==> src/hdl/ecl_pkg.sv <==
// shared types and constants for the edge contour length block
// no dependencies; every other file imports this package
`timescale 1ns / 1ps

package ecl_pkg;

  localparam int COORD_BITS  = 24;
  localparam int LENGTH_BITS = 40;
  localparam int COUNT_BITS  = 16;

  localparam int ROOT_W = COORD_BITS + 1;
  localparam int SQ_W   = 2 * ROOT_W;
  localparam int REM_W  = ROOT_W + 2;
  localparam int ITER_W = $clog2(ROOT_W + 1);
  localparam int ACC_W  = ((ROOT_W > LENGTH_BITS) ? ROOT_W : LENGTH_BITS) + 1;

  localparam logic [COUNT_BITS-1:0] COUNT_MAX = '1;

  typedef logic signed [COORD_BITS-1:0] coord_t;
  typedef coord_t [2:0] point_t;

  typedef enum logic [1:0] {
    OP_SRC   = 2'd0,
    OP_TGT   = 2'd1,
    OP_POINT = 2'd2
  } op_e;

  typedef enum logic [2:0] {
    P_CUR_PREV,
    P_TGT_SRC,
    P_SRC_FIRST,
    P_SRC_PREV,
    P_TGT_PREV,
    P_TGT_FIRST
  } pair_e;

  typedef enum logic [3:0] {
    S_IDLE,
    S_DECODE,
    S_SEG_SQ,
    S_SEG_RT,
    S_CHECK,
    S_NN_SQ,
    S_NN_RT,
    S_SF,
    S_SL,
    S_TL,
    S_TF,
    S_E1,
    S_E1_SQ,
    S_E1_RT,
    S_E2_SQ,
    S_E2_RT
  } state_e;

  typedef struct packed {
    logic [1:0]       operation;
    coord_t           x;
    coord_t           y;
    coord_t           z;
    logic             last;
  } in_word_t;

  typedef struct packed {
    logic [LENGTH_BITS-1:0] length;
    logic [COUNT_BITS-1:0]  point_count;
  } out_word_t;

  typedef struct packed {
    logic  take;
    logic  store_src;
    logic  store_tgt;
    logic  store_first;
    logic  seg_commit;
    logic  sq_start;
    pair_e pair;
    logic  root_start;
    logic  hold_sq;
    logic  cmp_a;
    logic  cmp_b;
    logic  add_root;
    logic  load_root;
    logic  emit;
  } dp_cmd_t;

  typedef struct packed {
    logic [1:0] op;
    logic       last;
    logic       cnt_zero;
    logic       sq_done;
    logic       root_done;
    logic       flag_a;
    logic       flag_b;
    logic       out_full;
  } dp_sts_t;

endpackage

==> src/hdl/edge_contour_length.sv <==
// top level of the edge contour length block: controller plus datapath
// depends on ecl_pkg, ecl_ctrl and ecl_datapath
// node word: stored as the source or target position, then the next word can be taken
// edge point word: the first point is only stored; each later one adds a squared
//   distance on one shared multiplier and a bit-serial square root
// last word: adds the four end distances and two roots, or one distance and one root
//   for the node-to-node case, plus any wait for the previous result word to leave
// reset (rst_ni low, asynchronous) clears positions, sum, count and control
`timescale 1ns / 1ps

module edge_contour_length (
  input  logic               clk_i,
  input  logic               rst_ni,
  input  logic               in_valid_i,
  output logic               in_ready_o,
  input  ecl_pkg::in_word_t  in_data_i,
  output logic               out_valid_o,
  input  logic               out_ready_i,
  output ecl_pkg::out_word_t out_data_o
);
  import ecl_pkg::*;

  // command and status between the sequencer and the datapath
  dp_cmd_t cmd;
  dp_sts_t sts;

  // sequencer: one word in flight, walks segment, end-pair and result steps
  ecl_ctrl u_ctrl (
    .clk_i      (clk_i),
    .rst_ni     (rst_ni),
    .in_valid_i (in_valid_i),
    .in_ready_o (in_ready_o),
    .sts_i      (sts),
    .cmd_o      (cmd)
  );

  // datapath: position store, distance unit, root unit, running sum and
  // result register; the result register lets the next word be taken while
  // a finished length waits on the output side
  ecl_datapath u_dp (
    .clk_i       (clk_i),
    .rst_ni      (rst_ni),
    .in_data_i   (in_data_i),
    .cmd_i       (cmd),
    .sts_o       (sts),
    .out_valid_o (out_valid_o),
    .out_ready_i (out_ready_i),
    .out_data_o  (out_data_o)
  );

endmodule

==> src/hdl/ecl_dist.sv <==
// squared euclidean distance between two 3-d points, one axis per cycle
// depends on ecl_pkg; one shared multiplier with a product register
`timescale 1ns / 1ps

module ecl_dist (
  input  logic                   clk_i,
  input  logic                   rst_ni,
  input  logic                   start_i,
  input  ecl_pkg::point_t        a_i,
  input  ecl_pkg::point_t        b_i,
  output logic [ecl_pkg::SQ_W-1:0] sq_o,
  output logic                   done_o
);
  import ecl_pkg::*;

  logic                    busy_q;
  logic [1:0]              axis_q;
  logic [1:0]              idx;
  logic signed [COORD_BITS:0] diff;
  logic [COORD_BITS:0]     mag;
  logic [SQ_W-1:0]         prod_q;
  logic [SQ_W-1:0]         sq_q;

  // axis 3 only drains the product register
  assign idx  = (axis_q == 2'd3) ? 2'd0 : axis_q;
  assign diff = $signed({a_i[idx][COORD_BITS-1], a_i[idx]})
              - $signed({b_i[idx][COORD_BITS-1], b_i[idx]});
  assign mag  = diff[COORD_BITS] ? (COORD_BITS+1)'(0) - diff : diff;

  always_ff @(posedge clk_i or negedge rst_ni) begin
    if (!rst_ni) begin
      busy_q <= 1'b0;
      axis_q <= 2'd0;
    end else if (start_i) begin
      busy_q <= 1'b1;
      axis_q <= 2'd0;
    end else if (busy_q) begin
      axis_q <= axis_q + 2'd1;
      if (axis_q == 2'd3) begin
        busy_q <= 1'b0;
      end
    end
  end

  always_ff @(posedge clk_i) begin
    if (start_i) begin
      sq_q <= '0;
    end else if (busy_q) begin
      if (axis_q != 2'd3) begin
        prod_q <= SQ_W'(mag * mag);
      end
      if (axis_q != 2'd0) begin
        sq_q <= sq_q + prod_q;
      end
    end
  end

  assign sq_o   = sq_q;
  assign done_o = !busy_q;

endmodule

==> src/hdl/ecl_isqrt.sv <==
// integer square root, one result bit per cycle (restoring digit method)
// depends on ecl_pkg
`timescale 1ns / 1ps

module ecl_isqrt (
  input  logic                      clk_i,
  input  logic                      rst_ni,
  input  logic                      start_i,
  input  logic [ecl_pkg::SQ_W-1:0]  rad_i,
  output logic [ecl_pkg::ROOT_W-1:0] root_o,
  output logic                      done_o
);
  import ecl_pkg::*;

  logic [ITER_W-1:0] iter_q;
  logic [SQ_W-1:0]   rad_q;
  logic [REM_W-1:0]  rem_q;
  logic [ROOT_W-1:0] root_q;
  logic [REM_W-1:0]  rem_sh;
  logic [REM_W-1:0]  trial;
  logic              ge;

  assign rem_sh = {rem_q[REM_W-3:0], rad_q[SQ_W-1 -: 2]};
  assign trial  = {root_q, 2'b01};
  assign ge     = rem_sh >= trial;

  always_ff @(posedge clk_i or negedge rst_ni) begin
    if (!rst_ni) begin
      iter_q <= '0;
    end else if (start_i) begin
      iter_q <= ITER_W'(ROOT_W);
    end else if (iter_q != '0) begin
      iter_q <= iter_q - ITER_W'(1);
    end
  end

  always_ff @(posedge clk_i) begin
    if (start_i) begin
      rad_q  <= rad_i;
      rem_q  <= '0;
      root_q <= '0;
    end else if (iter_q != '0) begin
      rad_q  <= {rad_q[SQ_W-3:0], 2'b00};
      rem_q  <= ge ? rem_sh - trial : rem_sh;
      root_q <= {root_q[ROOT_W-2:0], ge};
    end
  end

  assign root_o = root_q;
  assign done_o = (iter_q == '0);

endmodule

==> src/hdl/ecl_datapath.sv <==
// position registers, running sum, point count, end-pair flags and result register
// depends on ecl_pkg, ecl_dist and ecl_isqrt
`timescale 1ns / 1ps

module ecl_datapath (
  input  logic               clk_i,
  input  logic               rst_ni,
  input  ecl_pkg::in_word_t  in_data_i,
  input  ecl_pkg::dp_cmd_t   cmd_i,
  output ecl_pkg::dp_sts_t   sts_o,
  output logic               out_valid_o,
  input  logic               out_ready_i,
  output ecl_pkg::out_word_t out_data_o
);
  import ecl_pkg::*;

  point_t src_q, tgt_q, first_q, prev_q, cur_q;
  logic [1:0]             op_q;
  logic                   last_q;
  pair_e                  pair_q;
  point_t                 pa, pb;
  logic [SQ_W-1:0]        sq;
  logic                   sq_done;
  logic [ROOT_W-1:0]      root;
  logic                   root_done;
  logic [SQ_W-1:0]        hold_q;
  logic                   flag_a_q, flag_b_q;
  logic [LENGTH_BITS-1:0] sum_q;
  logic [COUNT_BITS-1:0]  count_q;
  logic [ACC_W-1:0]       acc;
  logic [ACC_W-1:0]       root_ext;
  logic [LENGTH_BITS-1:0] sum_sat;
  logic                   out_valid_q;
  out_word_t              out_q;

  always_comb begin
    unique case (pair_q)
      P_CUR_PREV:  begin pa = cur_q; pb = prev_q;  end
      P_TGT_SRC:   begin pa = tgt_q; pb = src_q;   end
      P_SRC_FIRST: begin pa = src_q; pb = first_q; end
      P_SRC_PREV:  begin pa = src_q; pb = prev_q;  end
      P_TGT_PREV:  begin pa = tgt_q; pb = prev_q;  end
      P_TGT_FIRST: begin pa = tgt_q; pb = first_q; end
      default:     begin pa = cur_q; pb = prev_q;  end
    endcase
  end

  ecl_dist u_dist (
    .clk_i   (clk_i),
    .rst_ni  (rst_ni),
    .start_i (cmd_i.sq_start),
    .a_i     (pa),
    .b_i     (pb),
    .sq_o    (sq),
    .done_o  (sq_done)
  );

  ecl_isqrt u_isqrt (
    .clk_i   (clk_i),
    .rst_ni  (rst_ni),
    .start_i (cmd_i.root_start),
    .rad_i   (sq),
    .root_o  (root),
    .done_o  (root_done)
  );

  // saturating add of a root into the running sum
  assign root_ext = ACC_W'(root);
  assign acc      = ACC_W'(sum_q) + root_ext;
  assign sum_sat  = (|acc[ACC_W-1:LENGTH_BITS]) ? '1 : acc[LENGTH_BITS-1:0];

  always_ff @(posedge clk_i or negedge rst_ni) begin
    if (!rst_ni) begin
      src_q       <= '0;
      tgt_q       <= '0;
      first_q     <= '0;
      prev_q      <= '0;
      sum_q       <= '0;
      count_q     <= '0;
      flag_a_q    <= 1'b0;
      flag_b_q    <= 1'b0;
      pair_q      <= P_CUR_PREV;
      out_valid_q <= 1'b0;
    end else begin
      if (cmd_i.store_src) begin
        src_q <= cur_q;
      end
      if (cmd_i.store_tgt) begin
        tgt_q <= cur_q;
      end
      if (cmd_i.store_first) begin
        first_q <= cur_q;
        prev_q  <= cur_q;
      end
      if (cmd_i.seg_commit) begin
        prev_q <= cur_q;
      end
      if (cmd_i.store_first || cmd_i.seg_commit) begin
        if (count_q != COUNT_MAX) begin
          count_q <= count_q + COUNT_BITS'(1);
        end
      end
      if (cmd_i.seg_commit || cmd_i.add_root) begin
        sum_q <= sum_sat;
      end
      if (cmd_i.load_root) begin
        sum_q <= root_ext[LENGTH_BITS-1:0];
      end
      if (cmd_i.sq_start) begin
        pair_q <= cmd_i.pair;
      end
      if (cmd_i.cmp_a) begin
        flag_a_q <= hold_q < sq;
      end
      if (cmd_i.cmp_b) begin
        flag_b_q <= hold_q < sq;
      end
      if (cmd_i.emit) begin
        out_valid_q <= 1'b1;
        sum_q       <= '0;
        count_q     <= '0;
      end else if (out_ready_i) begin
        out_valid_q <= 1'b0;
      end
    end
  end

  always_ff @(posedge clk_i) begin
    if (cmd_i.take) begin
      cur_q[0] <= in_data_i.x;
      cur_q[1] <= in_data_i.y;
      cur_q[2] <= in_data_i.z;
      op_q     <= in_data_i.operation;
      last_q   <= in_data_i.last;
    end
    if (cmd_i.hold_sq) begin
      hold_q <= sq;
    end
    if (cmd_i.emit) begin
      out_q.length      <= sum_q;
      out_q.point_count <= count_q;
    end
  end

  assign sts_o.op        = op_q;
  assign sts_o.last      = last_q;
  assign sts_o.cnt_zero  = (count_q == '0);
  assign sts_o.sq_done   = sq_done;
  assign sts_o.root_done = root_done;
  assign sts_o.flag_a    = flag_a_q;
  assign sts_o.flag_b    = flag_b_q;
  assign sts_o.out_full  = out_valid_q;

  assign out_valid_o = out_valid_q;
  assign out_data_o  = out_q;

endmodule

==> src/hdl/ecl_ctrl.sv <==
// sequencer that steps the datapath through segment, end-pair and result work
// depends on ecl_pkg
`timescale 1ns / 1ps

module ecl_ctrl (
  input  logic             clk_i,
  input  logic             rst_ni,
  input  logic             in_valid_i,
  output logic             in_ready_o,
  input  ecl_pkg::dp_sts_t sts_i,
  output ecl_pkg::dp_cmd_t cmd_o
);
  import ecl_pkg::*;

  state_e state_q, state_d;
  logic   swap;

  assign swap = sts_i.flag_a && sts_i.flag_b;

  always_ff @(posedge clk_i or negedge rst_ni) begin
    if (!rst_ni) begin
      state_q <= S_IDLE;
    end else begin
      state_q <= state_d;
    end
  end

  always_comb begin
    state_d    = state_q;
    cmd_o      = '0;
    in_ready_o = 1'b0;
    unique case (state_q)
      S_IDLE: begin
        in_ready_o = 1'b1;
        if (in_valid_i) begin
          cmd_o.take = 1'b1;
          state_d    = S_DECODE;
        end
      end
      S_DECODE: begin
        state_d = S_CHECK;
        unique case (sts_i.op)
          OP_SRC: cmd_o.store_src = 1'b1;
          OP_TGT: cmd_o.store_tgt = 1'b1;
          OP_POINT: begin
            if (sts_i.cnt_zero) begin
              cmd_o.store_first = 1'b1;
            end else begin
              cmd_o.sq_start = 1'b1;
              cmd_o.pair     = P_CUR_PREV;
              state_d        = S_SEG_SQ;
            end
          end
          default: state_d = S_CHECK;
        endcase
      end
      S_SEG_SQ: begin
        if (sts_i.sq_done) begin
          cmd_o.root_start = 1'b1;
          state_d          = S_SEG_RT;
        end
      end
      S_SEG_RT: begin
        if (sts_i.root_done) begin
          cmd_o.seg_commit = 1'b1;
          state_d          = S_CHECK;
        end
      end
      S_CHECK: begin
        if (!sts_i.last) begin
          state_d = S_IDLE;
        end else if (sts_i.cnt_zero) begin
          cmd_o.sq_start = 1'b1;
          cmd_o.pair     = P_TGT_SRC;
          state_d        = S_NN_SQ;
        end else begin
          cmd_o.sq_start = 1'b1;
          cmd_o.pair     = P_SRC_FIRST;
          state_d        = S_SF;
        end
      end
      S_NN_SQ: begin
        if (sts_i.sq_done) begin
          cmd_o.root_start = 1'b1;
          state_d          = S_NN_RT;
        end
      end
      S_NN_RT: begin
        // last root of the word: node-to-node length or second end distance
        if (sts_i.root_done && !sts_i.out_full) begin
          if (sts_i.cnt_zero) begin
            cmd_o.load_root = 1'b1;
          end else begin
            cmd_o.add_root = 1'b1;
          end
          state_d = S_E2_RT;
        end
      end
      S_SF: begin
        if (sts_i.sq_done) begin
          cmd_o.hold_sq  = 1'b1;
          cmd_o.sq_start = 1'b1;
          cmd_o.pair     = P_SRC_PREV;
          state_d        = S_SL;
        end
      end
      S_SL: begin
        if (sts_i.sq_done) begin
          cmd_o.cmp_a    = 1'b1;
          cmd_o.sq_start = 1'b1;
          cmd_o.pair     = P_TGT_PREV;
          state_d        = S_TL;
        end
      end
      S_TL: begin
        if (sts_i.sq_done) begin
          cmd_o.hold_sq  = 1'b1;
          cmd_o.sq_start = 1'b1;
          cmd_o.pair     = P_TGT_FIRST;
          state_d        = S_TF;
        end
      end
      S_TF: begin
        if (sts_i.sq_done) begin
          cmd_o.cmp_b = 1'b1;
          state_d     = S_E1;
        end
      end
      S_E1: begin
        cmd_o.sq_start = 1'b1;
        cmd_o.pair     = swap ? P_SRC_FIRST : P_SRC_PREV;
        state_d        = S_E1_SQ;
      end
      S_E1_SQ: begin
        if (sts_i.sq_done) begin
          cmd_o.root_start = 1'b1;
          state_d          = S_E1_RT;
        end
      end
      S_E1_RT: begin
        if (sts_i.root_done) begin
          cmd_o.add_root = 1'b1;
          cmd_o.sq_start = 1'b1;
          cmd_o.pair     = swap ? P_TGT_PREV : P_TGT_FIRST;
          state_d        = S_E2_SQ;
        end
      end
      S_E2_SQ: begin
        if (sts_i.sq_done) begin
          cmd_o.root_start = 1'b1;
          state_d          = S_NN_RT;
        end
      end
      S_E2_RT: begin
        // emit step once the last root is in the sum
        if (!sts_i.out_full) begin
          cmd_o.emit = 1'b1;
          state_d    = S_IDLE;
        end
      end
      default: state_d = S_IDLE;
    endcase
  end

endmodule

==> config.mk <==
export PLATFORM = sky130hd
export DESIGN_NAME = edge_contour_length
export DESIGN_NICKNAME = d
export VERILOG_FILES = /design/src/hdl/ecl_pkg.sv /design/src/hdl/edge_contour_length.sv /design/src/hdl/ecl_dist.sv /design/src/hdl/ecl_isqrt.sv /design/src/hdl/ecl_datapath.sv /design/src/hdl/ecl_ctrl.sv
export SDC_FILE = /design/constraint.sdc
export NUM_CORES = 2
export LEC_CHECK = 0
export BUFFER_PORTS_ARGS = -buffer_cell sky130_fd_sc_hd__buf_2
export CAP_MARGIN = 20
export CORE_ASPECT_RATIO = 1.75
export CORE_UTILIZATION = 30
export CTS_BUF_LIST = sky130_fd_sc_hd__clkbuf_4
export CTS_CLUSTER_DIAMETER = 200
export DETAILED_ROUTE_END_ITERATION = 12
export SYNTH_ARGS = -nofsm -noshare
export SYNTH_HDL_FRONTEND = slang
export SYNTH_SLANG_ARGS = --single-unit
export TNS_END_PERCENT = 50
==> constraint.sdc <==
create_clock -name clk_i -period 17.05 [get_ports clk_i]
set_clock_uncertainty 0.2 [all_clocks]
set_input_delay 5.115 -clock clk_i [delete_from_list [all_inputs] [get_ports clk_i]]
set_output_delay 5.115 -clock clk_i [all_outputs]
set_load 0.03 [all_outputs]
==> summary.txt <==
Clocking
  – Root buf cell: clkbuf_4
  – CTS buffer count: 177
  – H-tree depth: 4
  – Max clock buf depth: 4
  – Post-CTS Setup Inserts: 0
  – Cts hold-fix bufs: 0
  – Clk Latency, worst-skew pair: 1170 ps
  – Resized cells post-CTS: 0
  – CTS tree: built
  – Clock transition at the registers of the reported paths: 70 ps
  – Clock sinks: 742

Worst setup path
  – Buf/Inv on CP: 5
  – CP Launch Type: flop
  – WS Path Type: reg2reg
  – Crit-path slowest cell: buf_4
  – Most frequent CP cell: fa_1
  – CP arrival: 15460 ps
  – Critical path capture point type: flop
  – Max FO, Critical Path: 57
  – Max incr delay on CP: 780 ps
  – Critical path's top delay family: compound AO/OA/AOI/OAI gates
  – Critical Path RT: 17690 ps

STA
  – RSZ-0062 raised after global routing: no
  – Hold Fails Final Rpt: 0
  – Final worst path period need: 14830 ps
  – Post-route clock period utilization: 87.0%
  – Final TNS setup: 0 ps
  – # setup viols final: 0
  – Actual slew at the worst max-slew pin: 1200 ps
  – Worst slew margin: 19.6%
  – Max-slew violation count: 0
  – Fmax: 0.0674 GHz

GRT
  – Overall routing resource usage: 17.4%
  – Largest net degree at the start of global routing: 183
  – Vias in the first global route: 45.2k
  – Initial antenna violation count: 18
  – First-pass GRT wire length: 254000 um
  – Grt ovf: 0

Status
  – Run status: finished, final reports clean

Synth
  – EDFF count, synth: 280
  – Ys flop type: dfrtp_1
  – Area leader, netlist: fa_1
  – FFs w/ async S/R, synth: 48.8%
  – YS warnings: 0
  – Number of synthesized register bits: 742
  – Largest cells by area after synthesis: fa_1, dfrtp_1, edfxtp_1, ha_1, mux2_2
  – Post-synthesis sequential area ratio: 35.1%
  – Post-synth cell types: 88
  – Synth Instances: 5507
  – Avg Cell Area, Syn: 10.1 um^2
  – Post-synth top area share: 16.9%
  – Mapped Area: 55500 um^2

Route
  – Routed len/inst: 19.8 um
  – Vias: 41.9k
  – DRT antenna net count: 0
  – Iteration-0 DRC Markers: 2162
  – Final WL: 162000 um
  – DR pass1 iterations: 5
  – Number of vias per cell: 5.11
  – Drc violations: 0

Hold path
  – Min-delay worst type: reg2reg

Die
  – Core Rows: 208
  – Die height: 571 um
  – Die width: 327 um
  – Starting density of the core: 30.2%
  – I/O pin count: 137
  – Die area: 187000 um^2
  – Core Area: 184000 um^2

Placement
  – Port-buffer cells: 136
  – Detailed-placement wirelength estimate: 120000 um
  – Final GP Congestion: 0.952
  – Placed instance area: 59000 um^2

Final layout
  – Nets: 6555
  – Final instance area: 61200 um^2
  – Fraction of layout instances using a drive strength above 1: 14.5%
  – Synth-to-layout area growth: 10.3%

Job
  – Max Cap Viol: 0
-- cell usage in the layout, fill, tap and decap left out, types with 38 or more instances in the layout --
cell type / Yosys / final
a211oi_1: 44 / 44
a21o_1: 114 / 114
a21oi_1: 321 / 320
a22o_1: 48 / 48
a22oi_1: 99 / 99
buf_2: 12 / 135
buf_4: 0 / 55
clkbuf_4: 0 / 253
clkinv_1: 5 / 47
dfrtp_1: 362 / 362
dfxtp_1: 100 / 100
edfxtp_1: 280 / 280
fa_1: 470 / 470
ha_1: 363 / 361
inv_1: 695 / 695
mux2_2: 290 / 290
nand2_1: 604 / 603
nand2b_1: 44 / 42
nand3_1: 82 / 82
nand4_1: 38 / 38
nor2_1: 336 / 328
nor3_1: 49 / 47
o21ai_0: 241 / 240
xnor2_1: 106 / 106
xor2_1: 77 / 74
-- sequential cells by signal, indices dropped and copies added (netlist names), 56 cells and up --
signal / flops
u_dp.cur_q: 72
u_dp.first_q: 72
u_dp.prev_q: 72
u_dp.src_q: 72
u_dp.tgt_q: 72
u_dp.out_data_o: 56
-- final timing paths --
path | startpoint | to | slack, ps | cells after the start
hold reg to reg | u_dp.u_dist.sq_o[29]$_SDFFE_PP0P_ | u_dp.hold_q[29]$_DFFE_PP_ | 220 | 0
max in group asynchronous | rst_ni | u_dp.sum_q[14]$_DFFE_PN0P_ | 10300 | 3
hold / removal | u_dp.u_dist.sq_o[29]$_SDFFE_PP0P_ | u_dp.hold_q[29]$_DFFE_PP_ | 220 | 0
min in group asynchronous | rst_ni | u_dp.prev_q[12]$_DFFE_PN0P_ | 3840 | 1
setup / recovery | u_dp.pair_q[2]$_DFFE_PN0P_ | u_dp.u_dist.prod_q[45]$_DFFE_PP_ | 2220 | 42
setup reg to reg | u_dp.pair_q[2]$_DFFE_PN0P_ | u_dp.u_dist.prod_q[45]$_DFFE_PP_ | 2220 | 42
-- stage by stage --
step | worst slack [ps] | cells | util (%) | hold slack (ps)
after detailed placement | 2450 | 7878 | 32.1 | 226
final | 2220 | 8199 | 33.3 | 217
after CTS | 2430 | 8194 | 33.3 | 204
after global placement | 2800 | 7877 | 32.1 | 218
after global routing | 1380 | 8197 | 33.3 | 257
after floorplan | 5230 | 5523 | - | 208
-- area by class of cell --
class	count	area, um^2
timing repair buffer	196	1210
sequential	742	19500
inverter	706	2650
clock buffer	253	1900
tap	2415	3020
multi-input combinational	3820	32700
clock inverter	63	312
antenna	4	10.0
fill	18932	122000
-- cell usage after synthesis (32+ instances only) --
cell type    n
o21ai_0    241
nand2_1    604
clkbuf_1   224
a211oi_1    44
ha_1       363
edfxtp_1   280
dfxtp_1    100
nand3_1     82
nor2_1     336
xnor2_1    106
fa_1       470
a31oi_1     32
a22oi_1     99
a22o_1      48
and3_1      34
mux2_2     290
a21o_1     114
nand4_1     38
a21oi_1    321
nor3_1      49
dfrtp_1    362
inv_1      695
xor2_1      77
nand2b_1    44
-- logic make-up after synthesis --
group,synth area share [%]
other,0.0135
xor gates and xnor gates,3.00
and+or+nand+nor,10.3
muxes,6.39
adders and majority gates,25.1
buffers and inverters,6.55
DFF,35.1
AOI/OAI and AO/OA,13.5
-- layer usage --
metal	global-route usage, %	vias to the layer above	part of all wire [%]
met3	2.47	510	4.7
met5	0	-	0.062
li1	-	19144	-
met2	32.9	1234	53
met4	11.0	14	6.8
met1	17.9	20969	35
Power is left out: the tool's default activity adds up to more than one toggle a clock period on the data nets, which glitch-free logic cannot reach.
